==> config.mk <==
export PLATFORM = sky130hd
export DESIGN_NAME = lin_master_frame_engine
export DESIGN_NICKNAME = d
export VERILOG_FILES = /design/src/sv/lmfe_pkg.sv /design/src/sv/lin_master_frame_engine.sv /design/src/sv/lmfe_ctrl.sv /design/src/sv/lmfe_datapath.sv
export VERILOG_INCLUDE_DIRS = /design/src /design/src/sv
export SDC_FILE = /design/constraint.sdc
export NUM_CORES = 1
export LEC_CHECK = 0
export BUFFER_PORTS_ARGS = -buffer_cell sky130_fd_sc_hd__buf_2
export CAP_MARGIN = 10
export CORE_UTILIZATION = 63
export DETAILED_ROUTE_END_ITERATION = 6
export PLACE_DENSITY = 0.86
export SYNTH_ARGS = -nofsm -noshare
export SYNTH_HDL_FRONTEND = slang
export SYNTH_HIERARCHICAL = 1
export SYNTH_SLANG_ARGS = --single-unit
==> constraint.sdc <==
create_clock -name clk -period 8.8 [get_ports clk]
set_input_delay 1.76 -clock clk [delete_from_list [all_inputs] [get_ports clk]]
set_output_delay 1.76 -clock clk [all_outputs]
set_load 0.03 [all_outputs]
==> src/sv/lin_master_frame_engine_defines.svh <==
// ----------------------------------------------------------------------------
// LIN master frame engine assertion macros
// Shared concurrent assertion forms; every use expects clk and rst_n in scope.
// ----------------------------------------------------------------------------
`ifndef LIN_MASTER_FRAME_ENGINE_DEFINES_SVH
`define LIN_MASTER_FRAME_ENGINE_DEFINES_SVH

// consequent checked in the same cycle
`define LMFE_ASSERT_SAME(label, ante, cons, msg) \
  label: assert property (@(posedge clk) disable iff (!rst_n) (ante) |-> (cons)) \
    else $error(msg);

// consequent checked in the next cycle
`define LMFE_ASSERT_NEXT(label, ante, cons, msg) \
  label: assert property (@(posedge clk) disable iff (!rst_n) (ante) |=> (cons)) \
    else $error(msg);

`endif

==> src/sv/lmfe_pkg.sv <==
// ----------------------------------------------------------------------------
// LIN master frame engine package
// Shared constants, codes, payload structs and control types.
// ----------------------------------------------------------------------------
`default_nettype none

package lmfe_pkg;

  localparam int MAX_DATA_BYTES = 8;
  localparam int STORE_DEPTH    = MAX_DATA_BYTES + 3;
  localparam int IDX_W          = $clog2(STORE_DEPTH);
  localparam int CNT_W          = $clog2(STORE_DEPTH + 1);
  localparam int LEN_W          = 4;

  localparam logic [7:0] SYNC_BYTE = 8'h55;

  localparam logic [1:0] REQ_SEND     = 2'd0;
  localparam logic [1:0] REQ_TX_EMPTY = 2'd1;
  localparam logic [1:0] REQ_RX_BYTE  = 2'd2;

  localparam logic [2:0] EV_ACCEPTED = 3'd0;
  localparam logic [2:0] EV_REJECTED = 3'd1;
  localparam logic [2:0] EV_BYTE_OUT = 3'd2;
  localparam logic [2:0] EV_TX_DONE  = 3'd3;
  localparam logic [2:0] EV_STORED   = 3'd4;
  localparam logic [2:0] EV_FRAME    = 3'd5;

  typedef struct packed {
    logic [1:0]       req_type;
    logic [7:0]       pid;
    logic [LEN_W-1:0] data_len;
    logic [63:0]      frame_data;
    logic             checksum_enhanced;
    logic             send_data;
    logic [7:0]       rx_byte;
  } in_item_t;

  typedef struct packed {
    logic [2:0]  event_kind;
    logic        break_request;
    logic [7:0]  tx_byte;
    logic [7:0]  rx_pid;
    logic [63:0] rx_data;
    logic        busy_res;
  } out_item_t;

  typedef enum logic [0:0] {
    ST_IDLE,
    ST_CSUM
  } state_t;

  typedef struct packed {
    logic take;
    logic step;
    logic finish;
  } ctl_cmd_t;

  typedef struct packed {
    logic starts_sum;
    logic sum_done;
  } dp_status_t;

endpackage

`default_nettype wire

==> src/sv/lin_master_frame_engine.sv <==
// ----------------------------------------------------------------------------
// LIN master frame engine
// One LIN master channel: frame build, byte hand-out and frame receive.
// ----------------------------------------------------------------------------
// Usage:
//   in_item carries one request: send, transmitter empty or received byte.
//   A transaction is taken when in_valid is high and in_stall is low.
//   Each request gives exactly one out_item transaction on out_valid/out_stall.
//   Results: each result is registered and appears in the cycle after its request,
//   except an accepted send with data, which first runs the checksum one byte
//   per cycle and shows its result once the checksum is done and the result
//   slot is free (data_len capped at 8).
//   Throughput: one request per cycle, except an accepted send with data, which
//   keeps in_stall high until its checksum is done and its result is loaded.
//   A pending result holds while out_stall is high; a new request is taken
//   in the same cycle that the pending result leaves.
//   Reset (rst_n low, synchronous): channel idle, no result pending,
//   transmit and receive counters cleared.
// ----------------------------------------------------------------------------
`default_nettype none

module lin_master_frame_engine
  import lmfe_pkg::*;
(
  input  wire logic      clk,
  input  wire logic      rst_n,
  input  wire logic      in_valid,
  output logic           in_stall,
  input  wire in_item_t  in_item,
  output logic           out_valid,
  input  wire logic      out_stall,
  output out_item_t      out_item
);

  ctl_cmd_t   cmd;
  dp_status_t status;

  lmfe_ctrl u_ctrl (
    .clk       (clk),
    .rst_n     (rst_n),
    .in_valid  (in_valid),
    .in_stall  (in_stall),
    .out_valid (out_valid),
    .out_stall (out_stall),
    .status    (status),
    .cmd       (cmd)
  );

  lmfe_datapath u_datapath (
    .clk      (clk),
    .rst_n    (rst_n),
    .in_item  (in_item),
    .cmd      (cmd),
    .status   (status),
    .out_item (out_item)
  );

endmodule

`default_nettype wire

==> src/sv/lmfe_ctrl.sv <==
// ----------------------------------------------------------------------------
// LIN master frame engine controller
// Handshake control, checksum sequencing and output valid tracking.
// ----------------------------------------------------------------------------
`default_nettype none
`include "lin_master_frame_engine_defines.svh"

module lmfe_ctrl
  import lmfe_pkg::*;
(
  input  wire logic       clk,
  input  wire logic       rst_n,
  input  wire logic       in_valid,
  output logic            in_stall,
  output logic            out_valid,
  input  wire logic       out_stall,
  input  wire dp_status_t status,
  output ctl_cmd_t        cmd
);

  state_t state_r, state_nxt;
  logic   out_valid_r, out_valid_nxt;
  logic   slot_free;

  always_ff @(posedge clk) begin
    if (!rst_n) begin
      state_r     <= ST_IDLE;
      out_valid_r <= 1'b0;
    end else begin
      state_r     <= state_nxt;
      out_valid_r <= out_valid_nxt;
    end
  end

  always_comb begin
    slot_free     = !out_valid_r || !out_stall;
    state_nxt     = state_r;
    out_valid_nxt = out_valid_r && out_stall;
    cmd           = '0;
    in_stall      = 1'b1;
    case (state_r)
      ST_IDLE: begin
        in_stall = !slot_free;
        cmd.take = in_valid && slot_free;
        if (cmd.take) begin
          if (status.starts_sum) begin
            state_nxt = ST_CSUM;
          end else begin
            out_valid_nxt = 1'b1;
          end
        end
      end
      ST_CSUM: begin
        if (!status.sum_done) begin
          cmd.step = 1'b1;
        end else if (slot_free) begin
          cmd.finish    = 1'b1;
          out_valid_nxt = 1'b1;
          state_nxt     = ST_IDLE;
        end
      end
      default: begin
        state_nxt = ST_IDLE;
      end
    endcase
  end

  assign out_valid = out_valid_r;

  `LMFE_ASSERT_NEXT(a_sum_enters_csum, cmd.take && status.starts_sum, state_r == ST_CSUM, "checksum send did not enter summing")
  `LMFE_ASSERT_NEXT(a_finish_loads, cmd.finish, out_valid_r, "finished send left no result")

endmodule

`default_nettype wire

==> src/sv/lmfe_datapath.sv <==
// ----------------------------------------------------------------------------
// LIN master frame engine datapath
// Transmit and receive stores, byte-serial checksum and result register.
// ----------------------------------------------------------------------------
`default_nettype none
`include "lin_master_frame_engine_defines.svh"

module lmfe_datapath
  import lmfe_pkg::*;
(
  input  wire logic      clk,
  input  wire logic      rst_n,
  input  wire in_item_t  in_item,
  input  wire ctl_cmd_t  cmd,
  output dp_status_t     status,
  output out_item_t      out_item
);

  logic [7:0]       tx_store_r [STORE_DEPTH];
  logic [7:0]       rx_store_r [STORE_DEPTH];
  logic             busy_r;
  logic [CNT_W-1:0] tx_remaining_r;
  logic [CNT_W-1:0] tx_pos_r;
  logic [CNT_W-1:0] rx_count_r;
  logic [63:0]      data_r;
  logic [LEN_W-1:0] len_r;
  logic [LEN_W-1:0] cnt_r;
  logic [7:0]       sum_r;
  out_item_t        out_item_r;

  logic [LEN_W-1:0] len_sat;
  logic             send_ok;
  logic             tx_has_byte;
  logic             rx_has_room;
  logic [7:0]       sum_byte;
  logic [8:0]       sum_wide;
  logic [7:0]       sum_nxt;
  out_item_t        res;
  out_item_t        acc_res;

  always_comb begin
    len_sat = (in_item.data_len > LEN_W'(MAX_DATA_BYTES)) ?
              LEN_W'(MAX_DATA_BYTES) : in_item.data_len;
    send_ok     = (in_item.req_type == REQ_SEND) && !busy_r;
    tx_has_byte = (tx_remaining_r != '0) && (tx_pos_r < CNT_W'(STORE_DEPTH));
    rx_has_room = rx_count_r < CNT_W'(STORE_DEPTH);
    status.starts_sum = send_ok && in_item.send_data && (len_sat != '0);
    status.sum_done   = cnt_r == len_r;

    sum_byte = data_r[{cnt_r[2:0], 3'b000} +: 8];
    sum_wide = {1'b0, sum_r} + {1'b0, sum_byte};
    sum_nxt  = (sum_wide > 9'd255) ? 8'(sum_wide - 9'd255) : sum_wide[7:0];

    acc_res               = '0;
    acc_res.event_kind    = EV_ACCEPTED;
    acc_res.break_request = 1'b1;
    acc_res.busy_res      = 1'b1;

    res            = '0;
    res.event_kind = EV_REJECTED;
    res.busy_res   = busy_r;
    case (in_item.req_type)
      REQ_SEND: begin
        if (!busy_r) begin
          res = acc_res;
        end
      end
      REQ_TX_EMPTY: begin
        if (tx_has_byte) begin
          res.event_kind = EV_BYTE_OUT;
          res.tx_byte    = tx_store_r[tx_pos_r[IDX_W-1:0]];
        end else begin
          res.event_kind = EV_TX_DONE;
          res.busy_res   = 1'b0;
        end
      end
      REQ_RX_BYTE: begin
        if (rx_has_room) begin
          res.event_kind = EV_STORED;
        end else begin
          res.event_kind = EV_FRAME;
          res.rx_pid     = rx_store_r[2];
          for (int k = 0; k < MAX_DATA_BYTES; k++) begin
            res.rx_data[8*k +: 8] = rx_store_r[3+k];
          end
        end
      end
      default: begin
      end
    endcase
  end

  always_ff @(posedge clk) begin
    if (!rst_n) begin
      busy_r         <= 1'b0;
      tx_remaining_r <= '0;
      tx_pos_r       <= '0;
      rx_count_r     <= '0;
    end else if (cmd.take) begin
      case (in_item.req_type)
        REQ_SEND: begin
          if (!busy_r) begin
            busy_r         <= 1'b1;
            tx_pos_r       <= '0;
            rx_count_r     <= '0;
            tx_remaining_r <= status.starts_sum ?
                              CNT_W'(len_sat) + CNT_W'(3) : CNT_W'(2);
          end
        end
        REQ_TX_EMPTY: begin
          if (tx_has_byte) begin
            tx_remaining_r <= tx_remaining_r - CNT_W'(1);
            tx_pos_r       <= tx_pos_r + CNT_W'(1);
          end else begin
            tx_remaining_r <= '0;
            busy_r         <= 1'b0;
          end
        end
        REQ_RX_BYTE: begin
          if (rx_has_room) begin
            rx_count_r <= rx_count_r + CNT_W'(1);
          end
        end
        default: begin
        end
      endcase
    end
  end

  always_ff @(posedge clk) begin
    if (cmd.take && send_ok) begin
      tx_store_r[0] <= SYNC_BYTE;
      tx_store_r[1] <= in_item.pid;
      for (int k = 0; k < MAX_DATA_BYTES; k++) begin
        if (LEN_W'(k) < len_sat) begin
          tx_store_r[2+k] <= in_item.frame_data[8*k +: 8];
        end
      end
      data_r <= in_item.frame_data;
      len_r  <= len_sat;
      cnt_r  <= '0;
      sum_r  <= in_item.checksum_enhanced ? in_item.pid : 8'h00;
    end else if (cmd.step) begin
      sum_r <= sum_nxt;
      cnt_r <= cnt_r + LEN_W'(1);
    end else if (cmd.finish) begin
      tx_store_r[IDX_W'(len_r) + IDX_W'(2)] <= ~sum_r;
    end
    if (cmd.take && (in_item.req_type == REQ_RX_BYTE) && rx_has_room) begin
      rx_store_r[rx_count_r[IDX_W-1:0]] <= in_item.rx_byte;
    end
    if (cmd.take && !status.starts_sum) begin
      out_item_r <= res;
    end else if (cmd.finish) begin
      out_item_r <= acc_res;
    end
  end

  assign out_item = out_item_r;

  `LMFE_ASSERT_NEXT(a_send_sets_busy, cmd.take && (in_item.req_type == REQ_SEND), busy_r, "send left the channel idle")
  `LMFE_ASSERT_SAME(a_rx_count_range, 1'b1, rx_count_r <= CNT_W'(STORE_DEPTH), "receive count past store depth")

endmodule

`default_nettype wire

==> impl_metrics.csv, run 1 <==
group,metric,value,unit
worst_setup_path,arrival,4.83,ns
synthesis,ys_seq_area_share,71.6,%
worst_setup_path,worstPathCellList,"buf_2 -> nand2_1 -> nand2b_1 -> nor2_1 -> nand3_2 -> nand3b_2 -> nor2_1 -> a21oi_1 -> inv_1",
detailed_routing,routed_wl,35700,um
cts,cts_buffer_depth,3,
cts,post_cts_buffers,0,
sta,fin_setup_tns,0,ns
worst_setup_path,startpoint_type,"input port",
grt,grt_max_degree,86,
synthesis,synth_area_per_cell,15.5,sq um
place,dpl_cell_area,17000,sq um
cts,hold_buffers,0,
worst_hold_path,hold_class,"reg2reg",
cts,root_buffer,"clkbuf_16",
pwr,vdd_drop_max,0.212,mV
sta,slew_violations,0,
cells_and_area,final_util,74.5,%
detailed_routing,viasPerCell,6.11,
place,portBuffers,178,
synthesis,synth_ff_type,"edfxtp_1",
detailed_routing,dr_total_vias,9502,
floorplanning,die-area,25700,sq um
synthesis,syn_area,15800,sq um
outcome,outcome,"complete, no violations",
grt,antenna_found_initial,1,
detailed_routing,dr.pass1.iters,5,
sta,rsz0062_at_grt,"no",
detailed_routing,wl_per_cell,22.9,um
cts,clkLatencyLatePin,0.53,ns
cts,htree_levels,2,
sta,min_period_over_period,52.9,%
grt,grt_pass1_wl,53800,um
synthesis,synth_nets,1130,
cts,cts_resized,0,
worst_setup_path,critPathMaxStageDelay,0.91,ns
worst_setup_path,crit_type,"in2reg",
detailed_routing,drc,0,
worst_hold_path,holdPathStages,1,
cells_and_area,layout-drive-gt1-share,25.7,%
worst_setup_path,critPathTopFamily,"simple AND/OR/NAND/NOR gates",
synthesis,synth_edf_count,361,
worst_setup_path,cp.depth,9,
floorplanning,die_x,160,um
synthesis,synth_cell_types,62,
cells_and_area,nNetsFinal,1316,
grt,grt_overflow,0,
worst_setup_path,end_kind,"flip-flop",
detailed_routing,ant_nets,0,
cells_and_area,antenna_cells,0,
sta,tightestPinTransition,1.23,ns
floorplanning,rows,57,
pwr,p_leak,6.56,nW
grt,grt_usage,28.5,%
cts,cts_tree,"built",
worst_setup_path,crit_slowest_cell,"a21oi_1",
floorplanning,core-area,24500,sq um
grt,grt_pass1_vias,9324,
floorplanning,ioPinCount,179,
sta,finalHoldViolCount,0,
cts,cts_buffers,38,
synthesis,synth_seq_cells,384,
pwr,power,4.40,mW
synthesis,synthArstFlopShare,0,%
pwr,powerDensity,241,nW/um^2
sta,fmax,215,MHz
sta,slew_headroom,17.2,%
worst_setup_path,rr_worst_depth,12,
synthesis,ys_warn_count,6,
floorplanning,initial_utilization,64.5,%
cts,cts_sinks,384,
synthesis,synthCells,1017,
worst_setup_path,cp_max_fo,19,
detailed_routing,drtIter0Drc,1153,
sta,setup_viol,0,
sta,min_period,4.66,ns
worst_setup_path,path_buf_inv,2,
place,hpwlAfterDp,24800,um
sta,setup_slack,4.14,ns
cells_and_area,final_area,18200,sq um
cells_and_area,syn_to_final_growth,15.4,%
place,post-place-ws,3.74,ns
worst_setup_path,crit_top_cell,"nor2_1",
floorplanning,fp.dieH,160,um
place,routabilityCongestion,0.925,
job,drv_cap,0,
worst_setup_path,critPathRequiredTime,8.97,ns
sta,clock_skew,0.0160,ns
cts,cts.clk_slew.worst_paths,0.06,ns
metrics by stage:
stage,hold WS [ns],cells
2_1_floorplan,0.468,1017
3_3_place_gp,0.500,1487
3_5_place_dp,0.504,1487
4_1_cts,0.517,1556
5_1_grt,0.535,1556
6_report,0.514,1556
path summary, 6_finish.rpt:
check,startpoint,slack [ns],end
worst min-delay path,u_datapath/rx_store_r[9][7]$_DFFE_PP_,0.51,u_datapath/out_item[56]$_SDFFCE_PN0P_
worst max-delay path,out_stall,4.14,u_datapath/tx_store_r[10][0]$_DFFE_PP_
worst min register to register,u_datapath/rx_store_r[9][7]$_DFFE_PP_,0.51,u_datapath/out_item[56]$_SDFFCE_PN0P_
worst max register to register,u_datapath/cnt_r[0]$_SDFFE_PP0P_,4.30,u_datapath/sum_r[1]$_DFFE_PP_
routing by layer:
metal	wire length, um	up-vias	track usage, %	part of all wire [%]
li1	-	4220	-	-
met1	12800	4581	35.8	36
met2	18000	597	48.5	50
met3	3330	102	5.01	9.3
met4	1620	2	13.8	4.5
met5	11	-	0	0.031
power breakdown:
group | total, mW | internal (mW) | switching [mW]
combinational | 0.742 | 0.295 | 0.447
clock | 1.55 | 0.902 | 0.647
sequential | 2.11 | 2.08 | 0.0281
total | 4.40 | 3.28 | 1.12
registers in the layout (all words and copies together), names as in the netlist, named ones only:
signal / flops
u_ctrl/out_valid: 1
u_ctrl/state_r: 1
u_datapath/busy_r: 1
u_datapath/cnt_r: 4
u_datapath/data_r: 64
u_datapath/len_r: 4
u_datapath/out_item: 85
u_datapath/rx_count_r: 4
u_datapath/rx_store_r: 72
u_datapath/sum_r: 8
u_datapath/tx_pos_r: 4
u_datapath/tx_remaining_r: 4
u_datapath/tx_store_r: 128
cells in the mapped netlist, drive strengths merged, types with 5 or more instances:
| cell type | instances | area share [%] |
|---|---|---|
| nand2 | 58 | 1.4 |
| clkbuf | 32 | 0.76 |
| mux2 | 8 | 0.57 |
| nor2b | 14 | 0.55 |
| nor2 | 81 | 1.9 |
| xnor2 | 11 | 0.61 |
| buf | 13 | 0.37 |
| o22ai | 5 | 0.20 |
| and2 | 84 | 3.3 |
| edfxtp | 361 | 69 |
| nor3 | 9 | 0.32 |
| ha | 20 | 1.6 |
| o21ai | 51 | 1.6 |
| dfxtp | 23 | 2.9 |
| xor2 | 12 | 0.67 |
| or3 | 5 | 0.20 |
| nand2b | 12 | 0.48 |
| nand3 | 13 | 0.44 |
| mux4 | 48 | 6.8 |
| mux2i | 11 | 0.70 |
| a211oi | 17 | 0.84 |
| inv | 21 | 0.50 |
| a21oi | 57 | 1.8 |
cells by family after synthesis:
kind of cell,share of synthesized area [%]
flops,71.6
mux,8.11
buf+inv,1.66
xor+xnor,1.28
fa+ha+maj,1.71
compound gates,6.19
simple gates,9.48
layout make-up:
cell class	count	area, sq um
repair buffers	191	988
clock buffers	52	1100
clock inverters	17	105
well taps	324	405
fillers	1430	6240
inverters	22	82.6
multi-input cells	566	4240
flip-flops and latches	384	11300
placed cells by master (no fill, tap or decap), types with 22 or more instances in the layout:
| master | synthesis | final |
|---|---|---|
| and2_1 | 83 | 83 |
| buf_2 | 8 | 178 |
| clkbuf_16 | 0 | 41 |
| nor2_1 | 81 | 80 |
| dfxtp_1 | 23 | 22 |
| nand2_1 | 58 | 58 |
| a21oi_1 | 57 | 57 |
| o21ai_0 | 50 | 50 |
| edfxtp_1 | 361 | 361 |
| mux4_2 | 48 | 48 |
(Power assumes the default switching activity.)
==> inputs of run 2 (changes only) <==
--- a/config.mk
+++ b/config.mk
@@ -8,9 +8,9 @@
 export LEC_CHECK = 0
 export BUFFER_PORTS_ARGS = -buffer_cell sky130_fd_sc_hd__buf_2
 export CAP_MARGIN = 10
-export CORE_UTILIZATION = 63
+export CORE_UTILIZATION = 53
 export DETAILED_ROUTE_END_ITERATION = 6
-export PLACE_DENSITY = 0.86
+export PLACE_DENSITY = 0.77
 export SYNTH_ARGS = -nofsm -noshare
 export SYNTH_HDL_FRONTEND = slang
 export SYNTH_HIERARCHICAL = 1
==> constraint.sdc (replaced) <==
create_clock -name clk -period 4.1 [get_ports clk]
set_input_delay 0.82 -clock clk [delete_from_list [all_inputs] [get_ports clk]]
set_output_delay 0.82 -clock clk [all_outputs]
set_load 0.03 [all_outputs]
==> run 2 against run 1 <==
Net effect:
- final cell count grew 6.4%
- utilization down 10 points
- die area grew 19%
- wire length fell by 1.2%
- clock skew down 0.0045 ns
- combinational power is 130% higher
- register-to-register slack got worse by 4.1 ns
- sequential power rose by 110%
- largest cell class unchanged
- largest power group unchanged
==> impl_metrics.csv, run 2 (synthesized netlist as in run 1, its figures left out) <==
group,metric,value,unit
outcome,outcome,"complete, no violations",
pwr,powerDensity,512,nW/um^2
detailed_routing,dr_total_vias,9474,
cts,cts.clk_slew.worst_paths,0.06,ns
cells_and_area,largest_register,"u_datapath/tx_store_r",
job,drv_cap,0,
worst_setup_path,reg2reg_slack,0.22,ns
cts,cts_tree,"built",
floorplanning,ioPinCount,179,
worst_hold_path,hold_class,"in2reg",
worst_setup_path,end_kind,"flip-flop",
place,hpwlAfterDp,25100,um
worst_setup_path,crit_type,"reg2reg",
floorplanning,rows,62,
sta,tightestPinTransition,1.05,ns
floorplanning,core-area,29000,sq um
floorplanning,initial_utilization,54.4,%
cts,post_cts_buffers,0,
detailed_routing,drc,0,
cells_and_area,nNetsFinal,1356,
worst_setup_path,worstPathCellList,"buf_12 -> mux4_2 -> mux2_2 -> fa_1 -> a21o_2 -> a221oi_2 -> xor2_1 -> or4_4 -> o31ai_4 -> mux2i_1 -> a21oi_1",
cts,cts_buffers,39,
grt,grt_overflow,0,
sta,min_period,3.88,ns
cts,clkLatencyLatePin,0.53,ns
sta,slew_violations,0,
pwr,power,9.52,mW
grt,antenna_found_initial,1,
detailed_routing,routed_wl,35300,um
grt,grt_pass1_wl,53000,um
place,post-place-ws,0.00197,ns
cts,cts_sinks,384,
cts,root_buffer,"clkbuf_16",
detailed_routing,wl_per_cell,21.3,um
grt,grt_pass1_vias,9170,
sta,finalHoldViolCount,0,
cells_and_area,final_common_cell,"edfxtp_1",
sta,clock_skew,0.0115,ns
sta,rsz0062_at_grt,"no",
detailed_routing,dr.pass1.iters,5,
place,routabilityCongestion,0.895,
worst_setup_path,critPathTopFamily,"multiplexers",
worst_setup_path,arrival,4.16,ns
cts,cts_buffer_depth,3,
worst_setup_path,critPathRequiredTime,4.37,ns
cells_and_area,syn_to_final_growth,17.7,%
detailed_routing,drtIter0Drc,997,
sta,min_period_over_period,94.7,%
grt,grt_max_degree,86,
floorplanning,die_x,175,um
pwr,p_leak,6.75,nW
worst_setup_path,critPathMaxStageDelay,0.59,ns
cells_and_area,largest_reg_flops,128,
cells_and_area,num-fill-cells,2100,
cells_and_area,layout_common_cells,"edfxtp_1 (361), buf_2 (178), and2_1 (83), nor2_1 (80), nand2_1 (58)",
place,portBuffers,178,
worst_setup_path,startpoint_type,"flip-flop",
worst_setup_path,crit_slowest_cell,"or4_4",
sta,slew_headroom,30.1,%
cts,htree_levels,2,
sta,setup_viol,0,
floorplanning,fp.dieH,175,um
pwr,vdd_drop_max,0.455,mV
grt,grt_usage,23.5,%
detailed_routing,ant_nets,0,
detailed_routing,viasPerCell,5.72,
sta,setup_slack,0.217,ns
worst_setup_path,path_buf_inv,1,
cells_and_area,layout-drive-gt1-share,28.4,%
floorplanning,die-area,30500,sq um
worst_setup_path,cp_max_fo,10,
sta,fin_setup_tns,0,ns
sta,fmax,258,MHz
-- run 2: layer usage --
layer,global-route usage [%],vias to the layer above,part of all wire (%)
met5,0,-,0
li1,-,4297,-
met4,10.1,0,3.9
met2,39.6,517,50
met3,4.03,82,8.6
met1,30.4,4578,37
-- run 2: through the flow --
stage | instances | hold WS, ns | util, % | area [sq um]
after floorplan | 1017 | 0.468 | - | 15800
after global placement | 1586 | 0.501 | 60.0 | 17400
after detailed placement | 1586 | 0.501 | 60.0 | 17400
after CTS | 1655 | 0.471 | 64.0 | 18600
after global routing | 1656 | 0.479 | 64.1 | 18600
final | 1656 | 0.488 | 64.1 | 18600
-- run 2: where the power goes --
group,total (mW),internal [mW],switching (mW)
Clock,3.29,1.88,1.41
Combinational,1.70,0.752,0.949
Sequential,4.53,4.46,0.0698
Total,9.52,7.09,2.43
-- run 2: path summary, 6_finish.rpt --
check,startpoint,endpoint,cells past startpoint
worst max-delay path,u_datapath/cnt_r[0]$_SDFFE_PP0P_,u_datapath/sum_r[1]$_DFFE_PP_,11
worst min-delay path,in_item[40],u_datapath/data_r[30]$_DFFE_PP_,1
worst min register to register,u_datapath/rx_store_r[3][7]$_DFFE_PP_,u_datapath/out_item[8]$_SDFFCE_PN0P_,1
worst max register to register,u_datapath/cnt_r[0]$_SDFFE_PP0P_,u_datapath/sum_r[1]$_DFFE_PP_,11
-- run 2: layout make-up --
class / count / area (sq um) / share of cell area, %
Sequential cell: 384 / 11300 / 60.8
Multi-Input combinational cell: 566 / 4240 / 22.8
Timing Repair Buffer: 230 / 1300 / 6.98
Clock buffer: 46 / 1000 / 5.39
Tap cell: 384 / 480 / 2.59
Clock inverter: 23 / 173 / 0.929
Inverter: 22 / 82.6 / 0.444
Antenna cell: 1 / 2.50 / 0.0135
-- run 2: worst register-to-register path: cells and delay by family (launching register included) --
| family | cells | cell delay, ns |
|---|---|---|
| adders and majority gates | 1 | 0.42 |
| DFF | 1 | 0.41 |
| AOI/OAI and AO/OA | 4 | 0.85 |
| xor gates and xnor gates | 1 | 0.13 |
| buffers and inverters | 1 | 0.17 |
| muxes | 3 | 1.06 |
| and+or+nand+nor | 1 | 0.59 |
-- run 2: repair_timing --
item,in CTS,in global routing
endpoints found under the setup margin,1,4
hold buffers,0,0
endpoints found under the hold margin,0,0
gates resized for setup,1,2
